==> src/design/glpf_pkg.sv <==
// ----------------------------------------------------------------------------
// glpf_pkg
// shared types and codes of the grid local peak finder
// ----------------------------------------------------------------------------
`default_nettype none

package glpf_pkg;

  // fixed field widths
  localparam int SAMPLE_W   = 16;
  localparam int COORD_W    = 5;
  localparam int CNT_W      = 6;
  localparam int FLAG_W     = 32;
  localparam int CFG_IDX_W  = 2;
  localparam int CFG_DATA_W = 6;
  localparam int FRAME_LIM  = 32;

  // register indexes of the config port
  localparam logic [CFG_IDX_W-1:0] REG_FRAME_WIDTH  = 2'd0;
  localparam logic [CFG_IDX_W-1:0] REG_FRAME_HEIGHT = 2'd1;

  // sequencer states
  typedef enum logic [2:0] {
    ST_IDLE,
    ST_READ,
    ST_EVAL,
    ST_EMIT,
    ST_FLUSH
  } state_t;

  // one peak report
  typedef struct packed {
    logic [COORD_W-1:0] row;
    logic [COORD_W-1:0] col;
    logic               last;
  } result_t;

endpackage

`default_nettype wire

==> src/design/grid_local_peak_finder_unit.sv <==
// ----------------------------------------------------------------------------
// grid_local_peak_finder_unit
// streaming four-neighbour local maximum detector over a raster frame
// ----------------------------------------------------------------------------
// usage:
//   samples enter in row-major order on in_valid/in_ready. a sample in an
//   inner row is judged when the sample below it arrives; a result request
//   (peak_row, peak_col, last_of_run) leaves on out_valid/out_ready.
//   peaks of the last row are collected as flags and sent in column order
//   after the frame's final sample. last_of_run marks the final result
//   caused by one sample; a sample that completes no peak sends nothing.
//   frame_width / frame_height are written on the cfg port (index 0 / 1),
//   only while the unit is idle; any such write restarts the frame.
// timing:
//   a sample is accepted only in idle and takes six steps on the single
//   read port of the row store (five neighbour reads, then a wait on the
//   registered read) and an evaluate step that writes it back. a peak of
//   the row above adds an emit step; the final sample adds the flag
//   walk. a result shows on the outputs the cycle after it is produced.
// reset and stall:
//   rst (sync, active high) returns to row 0, column 0 with flags cleared and
//   width and height 1; the row store is not cleared, no stale entry is used.
//   when the receiver stalls, the
//   result waits in the output register and the sequencer holds at its next
//   result until the slot frees; input is accepted meanwhile only in idle.
// ----------------------------------------------------------------------------
`default_nettype none

module grid_local_peak_finder_unit #(
  parameter int MAX_WIDTH   = 32,
  parameter int SAMPLE_BITS = 16
) (
  input  wire logic                        clk,
  input  wire logic                        rst,
  // sample channel
  input  wire logic                        in_valid,
  output logic                             in_ready,
  input  wire logic [glpf_pkg::SAMPLE_W-1:0]   sample_value,
  // result channel
  output logic                             out_valid,
  input  wire logic                        out_ready,
  output logic [glpf_pkg::COORD_W-1:0]     peak_row,
  output logic [glpf_pkg::COORD_W-1:0]     peak_col,
  output logic                             last_of_run,
  // config channel
  input  wire logic                        cfg_valid,
  output logic                             cfg_ready,
  input  wire logic [glpf_pkg::CFG_IDX_W-1:0]  cfg_index,
  input  wire logic [glpf_pkg::CFG_DATA_W-1:0] cfg_data
);

  import glpf_pkg::*;

  localparam int DEPTH = 2 * MAX_WIDTH;
  localparam int AW    = $clog2(DEPTH);
  localparam int W_LIM = (MAX_WIDTH < FRAME_LIM) ? MAX_WIDTH : FRAME_LIM;
  localparam int SB    = SAMPLE_BITS;

  typedef logic signed [SB-1:0] smp_t;

  function automatic logic is_peak(smp_t ctr, smp_t up, smp_t dn, smp_t lf, smp_t rt);
    return (ctr >= up) && (ctr >= dn) && (ctr >= lf) && (ctr >= rt);
  endfunction

  // config registers and effective frame size
  logic [CNT_W-1:0] frame_width;
  logic [CNT_W-1:0] frame_height;
  logic [CNT_W-1:0] eff_w;
  logic [CNT_W-1:0] eff_h;

  always_comb begin
    eff_w = (frame_width == '0) ? CNT_W'(1) : frame_width;
    if (eff_w > CNT_W'(W_LIM)) begin
      eff_w = CNT_W'(W_LIM);
    end
    eff_h = (frame_height == '0) ? CNT_W'(1) : frame_height;
    if (eff_h > CNT_W'(FRAME_LIM)) begin
      eff_h = CNT_W'(FRAME_LIM);
    end
  end

  // incoming sample at internal width
  smp_t x_in;

  generate
    if (SB <= SAMPLE_W) begin : g_narrow
      assign x_in = sample_value[SB-1:0];
    end else begin : g_wide
      // field bits are taken as is, the upper bits stay zero
      assign x_in = {{(SB-SAMPLE_W){1'b0}}, sample_value};
    end
  endgenerate

  // sequencer state
  state_t state;
  state_t state_next;

  logic [2:0]         step;         // read step 0..5
  logic [CNT_W-1:0]   row_count;
  logic [CNT_W-1:0]   col_count;
  logic [CNT_W-1:0]   r;            // position of the sample in work
  logic [CNT_W-1:0]   c;
  smp_t               x;
  smp_t               left_sample;
  logic [FLAG_W-1:0]  flags;
  logic               final_item;
  logic [COORD_W-1:0] k;            // flag walk column

  // neighbour captures
  smp_t a_prv_c;    // row above, same column
  smp_t b_cur_c;    // two rows above, same column
  smp_t c_prv_l;    // row above, left column
  smp_t d_prv_r;    // row above, right column
  smp_t e_cur_ll;   // this row, two columns left

  // memory port
  logic          rd_en;
  logic [AW-1:0] rd_addr;
  smp_t          rd_data;
  logic          wr_en;
  logic [AW-1:0] wr_addr;

  // addresses of the two banks, banked by row parity
  logic [7:0] cur_base;
  logic [7:0] prv_base;
  logic [7:0] c8;
  logic       has_left;
  logic       has_left2;
  logic       has_right;

  assign cur_base  = r[0] ? 8'(MAX_WIDTH) : 8'd0;
  assign prv_base  = r[0] ? 8'd0 : 8'(MAX_WIDTH);
  assign c8        = {2'b00, c};
  assign has_left  = (c >= CNT_W'(1));
  assign has_left2 = (c >= CNT_W'(2));
  assign has_right = ({1'b0, c} + 7'd1) < {1'b0, eff_w};

  always_comb begin
    case (step)
      3'd0:    rd_addr = AW'(prv_base + c8);
      3'd1:    rd_addr = AW'(cur_base + c8);
      3'd2:    rd_addr = has_left  ? AW'(prv_base + c8 - 8'd1) : '0;
      3'd3:    rd_addr = has_right ? AW'(prv_base + c8 + 8'd1) : '0;
      3'd4:    rd_addr = has_left2 ? AW'(cur_base + c8 - 8'd2) : '0;
      default: rd_addr = '0;
    endcase
  end

  assign wr_addr = AW'(cur_base + c8);

  glpf_row_mem #(
    .DEPTH  (DEPTH),
    .DATA_W (SB),
    .AW     (AW)
  ) u_row_mem (
    .clk     (clk),
    .rd_en   (rd_en),
    .rd_addr (rd_addr),
    .rd_data (rd_data),
    .wr_en   (wr_en),
    .wr_addr (wr_addr),
    .wr_data (x)
  );

  // peak tests, all from registered values
  smp_t              zero_s;
  logic              last_row;
  logic              is_final;
  logic              peak_above_w;
  logic              left_flag;
  logic              self_flag;
  logic [FLAG_W-1:0] flags_new;

  assign zero_s   = '0;
  assign last_row = (r == eff_h - CNT_W'(1));
  assign is_final = last_row && (c == eff_w - CNT_W'(1));

  always_comb begin
    // row above judged against this sample as its lower neighbour
    peak_above_w = (r != '0) &&
                   is_peak(a_prv_c, (r >= CNT_W'(2)) ? b_cur_c : zero_s, x,
                           has_left ? c_prv_l : zero_s,
                           has_right ? d_prv_r : zero_s);
    // last row: left neighbour now has its right side
    left_flag = last_row && has_left &&
                is_peak(left_sample, (r != '0) ? c_prv_l : zero_s, zero_s,
                        has_left2 ? e_cur_ll : zero_s, x);
    // last sample of the frame: its right side is outside
    self_flag = is_final &&
                is_peak(x, (r != '0) ? a_prv_c : zero_s, zero_s,
                        has_left ? left_sample : zero_s, zero_s);
    flags_new = flags;
    if (left_flag) begin
      flags_new[c[COORD_W-1:0] - COORD_W'(1)] = 1'b1;
    end
    if (self_flag) begin
      flags_new[c[COORD_W-1:0]] = 1'b1;
    end
  end

  // result requests
  logic    out_free;
  logic    push;
  result_t push_data;
  logic    flag_k;
  logic    k_end;
  logic    flags_above_k;

  assign flag_k        = flags[k];
  assign k_end         = ({1'b0, k} == eff_w - CNT_W'(1));
  assign flags_above_k = (flags >> ({1'b0, k} + CNT_W'(1))) != '0;

  // control
  logic in_acc;
  logic cfg_acc;

  assign cfg_ready = (state == ST_IDLE);
  assign in_ready  = (state == ST_IDLE) && !cfg_valid;
  assign in_acc    = in_valid && in_ready;
  assign cfg_acc   = cfg_valid && cfg_ready;

  always_comb begin
    state_next = state;
    rd_en      = 1'b0;
    wr_en      = 1'b0;
    push       = 1'b0;
    push_data  = '0;
    case (state)
      ST_IDLE: begin
        if (in_acc) begin
          state_next = ST_READ;
        end
      end
      ST_READ: begin
        rd_en = (step < 3'd5);
        if (step == 3'd5) begin
          state_next = ST_EVAL;
        end
      end
      ST_EVAL: begin
        wr_en = 1'b1;
        if (peak_above_w) begin
          state_next = ST_EMIT;
        end else if (is_final) begin
          state_next = ST_FLUSH;
        end else begin
          state_next = ST_IDLE;
        end
      end
      ST_EMIT: begin
        push_data.row  = COORD_W'(r - CNT_W'(1));
        push_data.col  = c[COORD_W-1:0];
        push_data.last = !(final_item && (flags != '0));
        if (out_free) begin
          push       = 1'b1;
          state_next = final_item ? ST_FLUSH : ST_IDLE;
        end
      end
      ST_FLUSH: begin
        push_data.row  = r[COORD_W-1:0];
        push_data.col  = k;
        push_data.last = !flags_above_k;
        if (!flag_k || out_free) begin
          push = flag_k;
          if (k_end) begin
            state_next = ST_IDLE;
          end
        end
      end
      default: begin
        state_next = ST_IDLE;
      end
    endcase
  end

  always_ff @(posedge clk) begin
    if (rst) begin
      state <= ST_IDLE;
    end else begin
      state <= state_next;
    end
  end

  // control registers
  logic restart_pos;

  assign restart_pos = (row_count >= eff_h) || (col_count >= eff_w);

  always_ff @(posedge clk) begin
    if (rst) begin
      frame_width  <= CNT_W'(1);
      frame_height <= CNT_W'(1);
      row_count    <= '0;
      col_count    <= '0;
      left_sample  <= '0;
      flags        <= '0;
      step         <= '0;
      k            <= '0;
    end else begin
      if (cfg_acc) begin
        case (cfg_index)
          REG_FRAME_WIDTH: begin
            frame_width <= cfg_data;
            row_count   <= '0;
            col_count   <= '0;
            left_sample <= '0;
            flags       <= '0;
          end
          REG_FRAME_HEIGHT: begin
            frame_height <= cfg_data;
            row_count    <= '0;
            col_count    <= '0;
            left_sample  <= '0;
            flags        <= '0;
          end
          default: begin
          end
        endcase
      end
      case (state)
        ST_IDLE: begin
          step <= '0;
          if (in_acc && restart_pos) begin
            left_sample <= '0;
            flags       <= '0;
          end
        end
        ST_READ: begin
          step <= step + 3'd1;
        end
        ST_EVAL: begin
          flags <= flags_new;
          k     <= '0;
          if (is_final) begin
            row_count   <= '0;
            col_count   <= '0;
            left_sample <= '0;
          end else begin
            left_sample <= x;
            if (c + CNT_W'(1) >= eff_w) begin
              col_count <= '0;
              row_count <= r + CNT_W'(1);
            end else begin
              col_count <= c + CNT_W'(1);
            end
          end
        end
        ST_FLUSH: begin
          if (!flag_k || out_free) begin
            if (k_end) begin
              flags <= '0;
            end else begin
              k <= k + COORD_W'(1);
            end
          end
        end
        default: begin
        end
      endcase
    end
  end

  // payload registers
  always_ff @(posedge clk) begin
    if (in_acc) begin
      x <= x_in;
      r <= restart_pos ? '0 : row_count;
      c <= restart_pos ? '0 : col_count;
    end
    if (state == ST_EVAL) begin
      final_item <= is_final;
    end
    if (state == ST_READ) begin
      case (step)
        3'd1:    a_prv_c  <= rd_data;
        3'd2:    b_cur_c  <= rd_data;
        3'd3:    c_prv_l  <= rd_data;
        3'd4:    d_prv_r  <= rd_data;
        3'd5:    e_cur_ll <= rd_data;
        default: begin
        end
      endcase
    end
  end

  glpf_out_stage u_out_stage (
    .clk         (clk),
    .rst         (rst),
    .push        (push),
    .push_data   (push_data),
    .free        (out_free),
    .out_valid   (out_valid),
    .out_ready   (out_ready),
    .peak_row    (peak_row),
    .peak_col    (peak_col),
    .last_of_run (last_of_run)
  );

endmodule

`default_nettype wire

==> src/design/glpf_row_mem.sv <==
// ----------------------------------------------------------------------------
// glpf_row_mem
// two-bank row store, one write port and one registered read port
// ----------------------------------------------------------------------------
`default_nettype none

module glpf_row_mem #(
  parameter int DEPTH  = 64,
  parameter int DATA_W = 16,
  parameter int AW     = 6
) (
  input  wire logic              clk,
  input  wire logic              rd_en,
  input  wire logic [AW-1:0]     rd_addr,
  output logic      [DATA_W-1:0] rd_data,
  input  wire logic              wr_en,
  input  wire logic [AW-1:0]     wr_addr,
  input  wire logic [DATA_W-1:0] wr_data
);

  logic [DATA_W-1:0] mem [DEPTH];

  always_ff @(posedge clk) begin
    if (wr_en) begin
      mem[wr_addr] <= wr_data;
    end
  end

  always_ff @(posedge clk) begin
    if (rd_en) begin
      rd_data <= mem[rd_addr];
    end
  end

endmodule

`default_nettype wire

==> src/design/glpf_out_stage.sv <==
// ----------------------------------------------------------------------------
// glpf_out_stage
// result register between the sequencer and the downstream receiver
// ----------------------------------------------------------------------------
`default_nettype none

module glpf_out_stage (
  input  wire logic                     clk,
  input  wire logic                     rst,
  input  wire logic                     push,
  input  wire glpf_pkg::result_t        push_data,
  output logic                          free,
  output logic                          out_valid,
  input  wire logic                     out_ready,
  output logic [glpf_pkg::COORD_W-1:0]  peak_row,
  output logic [glpf_pkg::COORD_W-1:0]  peak_col,
  output logic                          last_of_run
);

  import glpf_pkg::*;

  result_t held;

  // slot can take a new request when empty or being drained this cycle
  assign free = !out_valid || out_ready;

  always_ff @(posedge clk) begin
    if (rst) begin
      out_valid <= 1'b0;
    end else if (push) begin
      out_valid <= 1'b1;
    end else if (out_ready) begin
      out_valid <= 1'b0;
    end
  end

  always_ff @(posedge clk) begin
    if (push) begin
      held <= push_data;
    end
  end

  assign peak_row    = held.row;
  assign peak_col    = held.col;
  assign last_of_run = held.last;

endmodule

`default_nettype wire
==> config.mk <==
export PLATFORM = sky130hd
export DESIGN_NAME = grid_local_peak_finder_unit
export DESIGN_NICKNAME = d
export VERILOG_FILES = /design/src/design/glpf_pkg.sv /design/src/design/grid_local_peak_finder_unit.sv /design/src/design/glpf_row_mem.sv /design/src/design/glpf_out_stage.sv
export SDC_FILE = /design/constraint.sdc
export NUM_CORES = 2
export LEC_CHECK = 0
export ABC_AREA = 0
export BUFFER_PORTS_ARGS = -buffer_cell sky130_fd_sc_hd__buf_4
export CAP_MARGIN = 25
export CELL_PAD_IN_SITES_DETAIL_PLACEMENT = 2
export CELL_PAD_IN_SITES_GLOBAL_PLACEMENT = 2
export CORE_MARGIN = 5
export CORE_UTILIZATION = 26
export DETAILED_ROUTE_END_ITERATION = 16
export PLACE_DENSITY_LB_ADDON = 0.1
export SLEW_MARGIN = 5
export SYNTH_ARGS = -nofsm -noshare
export SYNTH_HDL_FRONTEND = slang
export SYNTH_SLANG_ARGS = --single-unit
export TNS_END_PERCENT = 50
==> constraint.sdc <==
create_clock -name clk -period 10.4 [get_ports clk]
set_input_delay 3.12 -clock clk [delete_from_list [all_inputs] [get_ports clk]]
set_output_delay 3.12 -clock clk [all_outputs]
set_load 0.02 [all_outputs]
Word-level counts from Yosys, hierarchy flattened
Memories as Yosys holds them, arrays and structs flattened. A register that Yosys moved wholly into a read port is not among the register bits.
Index checks and enable logic that the tools add are counted.

storage, ports and cells
  register bits = 204
  bits in writable memories = 1024
  output and inout port bits = 14
  logic and storage cells = 208
  memories = 1

operators by class
  add/sub/neg operators = 15
  magnitude comparators = 26
  eq/ne operators = 19
  shift-type cells = 1
  multiplexer cells = 69
  bitwise gates (word level) = 2
  reduce and logical (&&, ||, !) cells = 53

memory list
  name           depth  bits a word  read ports  clocked after Yosys merged registers in  write ports  line                RTL
  u_row_mem.mem  64     16           1           1                                        1            glpf_row_mem.sv:21  logic [DATA_W-1:0] mem [DEPTH];

operators with widths
  kind                                                                    number
  32-bit two-way mux                                                      7
  16-bit two-way mux                                                      11
  16-bit >= comparator                                                    9
  6-bit two-way mux                                                       19
  32-bit case mux with 3 select lines                                     1
  32-bit OR                                                               2
  32-bit nonzero test                                                     2
  16-bit by 1-bit >= comparator with 1-bit output, second input constant  2
  16-bit case mux with 2 select lines                                     1
  32-bit by 6-bit >> shifter with 32-bit output                           1
  6-bit case mux with 5 select lines                                      1
  3-bit two-way mux                                                       8
  11-bit case mux with 2 select lines                                     1
  1-bit logical AND                                                       21
  6-bit by 1-bit adder with 6-bit output, second input constant           3
  6-bit >= comparator                                                     3
  5-bit by 6-bit < comparator with 1-bit output, second input constant    3
  6-bit by 1-bit subtractor with 6-bit output, second input constant      3
  2-bit AND reduction                                                     8
  3-bit case mux with 5 select lines                                      1
  6-bit adder                                                             2
  3-bit by 2-bit equality test with 1-bit output, second input constant   4
  6-bit equality test                                                     2
  6-bit by 2-bit >= comparator with 1-bit output, second input constant   2
  other kinds (34)                                                        68

Longest topological paths before layout
  depth in word-level cells = 12
  mapped depth = 22
  mapped depth without buffers = 19

Cells and area by module
Synthesis repeated with hierarchy kept, for this count alone.

unflattened totals
  cells, all modules = 3270
  area total of the unflattened synthesis = 53990.5 µm²

by module, submodules not included
  module                       times used  cells an instance  area each (µm²)  seq. area each (µm²)
  glpf_row_mem                 1           1829               40202.3          31230.0
  grid_local_peak_finder_unit  1           1426               13411.6          4934.7
  glpf_out_stage               1           15                 376.6            350.3

Worst setup path after synthesis
OpenSTA, ideal clock, no wires.

  path type = input-to-output
  from = in cfg_valid
  to = out in_ready
  arrival = 3413 ps
  required time = 7280 ps
  setup slack = 3867 ps
  cell stages on the path = 1
  path through = nor2_1

on the way
  cells in the longest elaborated chain, start to end = 2

ends and longest elaborated chain
  element            line                                RTL
  start, declared    grid_local_peak_finder_unit.sv:46   input wire logic cfg_valid,
  1-bit logical NOT  grid_local_peak_finder_unit.sv:218  assign in_ready = (state == ST_IDLE) && !cfg_valid;
  1-bit logical AND  grid_local_peak_finder_unit.sv:218
  end, declared      grid_local_peak_finder_unit.sv:37   output logic in_ready,

Every way passes these cells.

Worst setup path in the final report
Same ends and word-level chain as after synthesis.

==> flow_summary.yaml <==
floorplan:
  rows: 167
  initial_core_util_pct: 26.1
  dieArea_sq_mm: 0.218
  die_h_um: 467
  chipWidth_um: 467
  io_pins: 43
  core_sq_mm: 0.207
min_path:
  hold_class: "register to register"
  min_from: "row_count[0]"
  hold_end: "row_count[0]"
  worstHoldPathCells: 2
clock_network:
  numCtsBuffers: 151
  tritoncts: "done"
  cts_resized: 0
  clk_pin_slew_worst_paths_ns: 0.06
  cts_sinks: 1244
  clockBufferDepth: 3
  root_buffer: "clkbuf_16"
  cts_setup_buffers: 0
  htree_levels: 4
  ctsHoldBuffers: 0
  insertion_delay_ns: 0.79
global_routing:
  grt_pass1_vias: 39279
  grt-ovfl-total: 0
  antenna_found_initial: 10
  grt_pass1_wl_mm: 301
  grtUsageTotal_pct: 19.1
  grt_max_degree: 130
sta:
  post-route-period-util_pct: 63.5
  slew_violations: 0
  fin_tns_setup_ns: 0
  setup_viol: 0
  slew_headroom_pct: 29.3
  hold_viol_final: 0
  max_freq_mhz: 151
  tightestPinTransition_ns: 1.06
  rsz0062_at_grt: "false"
  fin_skew_ns: 0.0398
  period_minus_slack_ns: 6.61
  hold_slack_ns: 0.494
power_and_ir_drop:
  leakage_nw: 21.5
  power_density_mw_per_mm2: 181
  peakVddDrop_uv: 159
drt:
  wl_mm: 212
  post_drt_wl_per_cell_um: 28.9
  vias: 36755
  drt-pass1-iter-count: 5
  antenna_left: 0
  drt_iter0_markers: 2352
  drc: 0
  viasPerCell: 5.01
critical_path:
  crit_arrival_ns: 3.49
  critPathRequiredTime_ns: 7.28
  cp-end-kind: "primary output"
  rr_worst_depth: 15
  reg2reg_slack_ns: 3.95
  r2r_end: "u_row_mem.rd_data[9]"
  cp_max_fo: 3
  timing.rr.start: "c[3]"
  worstSetupStartpointType: "primary input"
  worstSetupPathType: "primary input to primary output"
logic_synthesis:
  synth_cell_types: 83
  synth_cells: 4349
  synth_fp_nets: 4561
  synth-compound-area-share_pct: 10.9
  synth.area.mux_share_pct: 1.12
  synth_area_sq_mm: 0.0542
  synth_xor_area_share_pct: 0.582
  yosysSeqAreaShare_pct: 67.4
  synth_edf_count: 1160
  async_flop_share_pct: 0
  synth_top_family_by_area: "simple AND/OR/NAND/NOR gates"
  syn_area_per_cell_sq_um: 12.5
  yosys.area_share.simple_pct: 13.3
  ys_ff_latch: 1244
  yosysWarnings: 0
  synthAdderAreaFrac_pct: 4.22
  synthFlopType: "edfxtp_1"
cells_and_area:
  nets: 4649
  final_area_sq_mm: 0.0631
  areaGrowthSynthToFinish_pct: 16.5
  drive_gt1_share_pct: 10.7
  nFillCells: 21967
placement:
  hpwlAfterDp_mm: 132
  gp_congestion: 0.764
  post_dp_cell_area_sq_mm: 0.0584
  port_buffers: 42
outcome:
  outcome: "complete, no violations"
run:
  drv_cap: 0
## worst max path at each step
stage / startpoint / to / slack, ns
2_1_floorplan: cfg_valid / in_ready / 3.87
4_1_cts: cfg_valid / in_ready / 3.79
3_3_place_gp: cfg_valid / in_ready / 3.77
3_5_place_dp: cfg_valid / in_ready / 3.79
5_1_grt: c[0] / u_row_mem.rd_data[1] / 3.58
6_report: cfg_valid / in_ready / 3.79
## flip-flops by register name, indices dropped and copies added (netlist names), 5 cells and up
signal                count
u_row_mem.mem          1024
r                         6
c_prv_l                  16
a_prv_c                  16
d_prv_r                  16
u_row_mem.rd_data        16
frame_height              6
b_cur_c                  16
u_out_stage.peak_row      5
c                         6
frame_width               6
x                        16
left_sample              16
u_out_stage.peak_col      5
col_count                 6
row_count                 6
flags                    32
e_cur_ll                 16
k                         5
## metrics by stage
step	power (mW)	cells	utilization [%]	setup WS, ns
6_report	11.4	7340	30.5	3.79
3_5_place_dp	6.49	7069	28.2	3.79
4_1_cts	11.6	7328	30.4	3.79
2_1_floorplan	6.07	4349	-	3.87
5_1_grt	11.9	7332	30.4	3.58
3_3_place_gp	6.48	7067	28.2	3.77
## worst max-delay path, stage by stage
cell	delay, ns
buf_4	0.12
nor2_1	0.10
buf_4	0.15
## layout by cell type (no fill, tap or decap), types with 80 or more instances in the layout
master,instances
a22oi_1,90
nand2_1,902
dfxtp_1,84
buf_4,187
edfxtp_1,1160
nand3_1,249
a21oi_1,357
clkbuf_16,154
nor2_1,123
ha_1,183
a31oi_1,80
## area by class of cell
class                           instances  area, sq um  area share, %
Timing Repair Buffer                  198         1600           2.53
Multi-Input combinational cell       2783        16600           26.4
Antenna cell                            9         22.5         0.0357
Tap cell                             2788         3490           5.53
Clock buffer                          196         4040           6.40
Inverter                               59          221          0.351
Clock inverter                         63          596          0.943
Sequential cell                      1244        36500           57.8
## cell usage after synthesis (60+ instances only)
cell      count  area (sq um)
edfxtp_1   1160         34800
nand2_1     903          3390
a21oi_1     357          1790
nand3_1     251          1260
ha_1        183          2290
clkbuf_1    170           638
nor2_1      166           623
a22oi_1      90           676
dfxtp_1      84          1680
a31oi_1      82           513
a211oi_1     69           518
a22o_1       67           587
and3_1       60           375
## power by group
group	internal, mW	leakage, nW	total (mW)	switching (mW)
clock	2.91	2.25	5.09	2.18
sequential	5.49	11.1	5.54	0.0490
combinational	0.218	8.16	0.819	0.602
## metal layers
| layer | GRT usage [%] | wire length, um | part of all wire (%) | vias to the layer above |
|---|---|---|---|---|
| met5 | 0 | 0 | 0 | - |
| met4 | 5.01 | 5400 | 2.5 | 0 |
| met3 | 2.58 | 6660 | 3.1 | 227 |
| met2 | 32.4 | 102000 | 48 | 497 |
| met1 | 25.8 | 97900 | 46 | 19513 |
| li1 | - | - | - | 16518 |
## logic make-up after synthesis
kind of cell,after synthesis
AND/OR/NAND/NOR,1612
flip-flops,1244
AO/OA/AOI/OAI,904
buffers and inverters,322
adder cells (fa/ha/maj),183
multiplexers,48
XOR/XNOR,36
No activity file was read; power rests on OpenSTA's default activity.
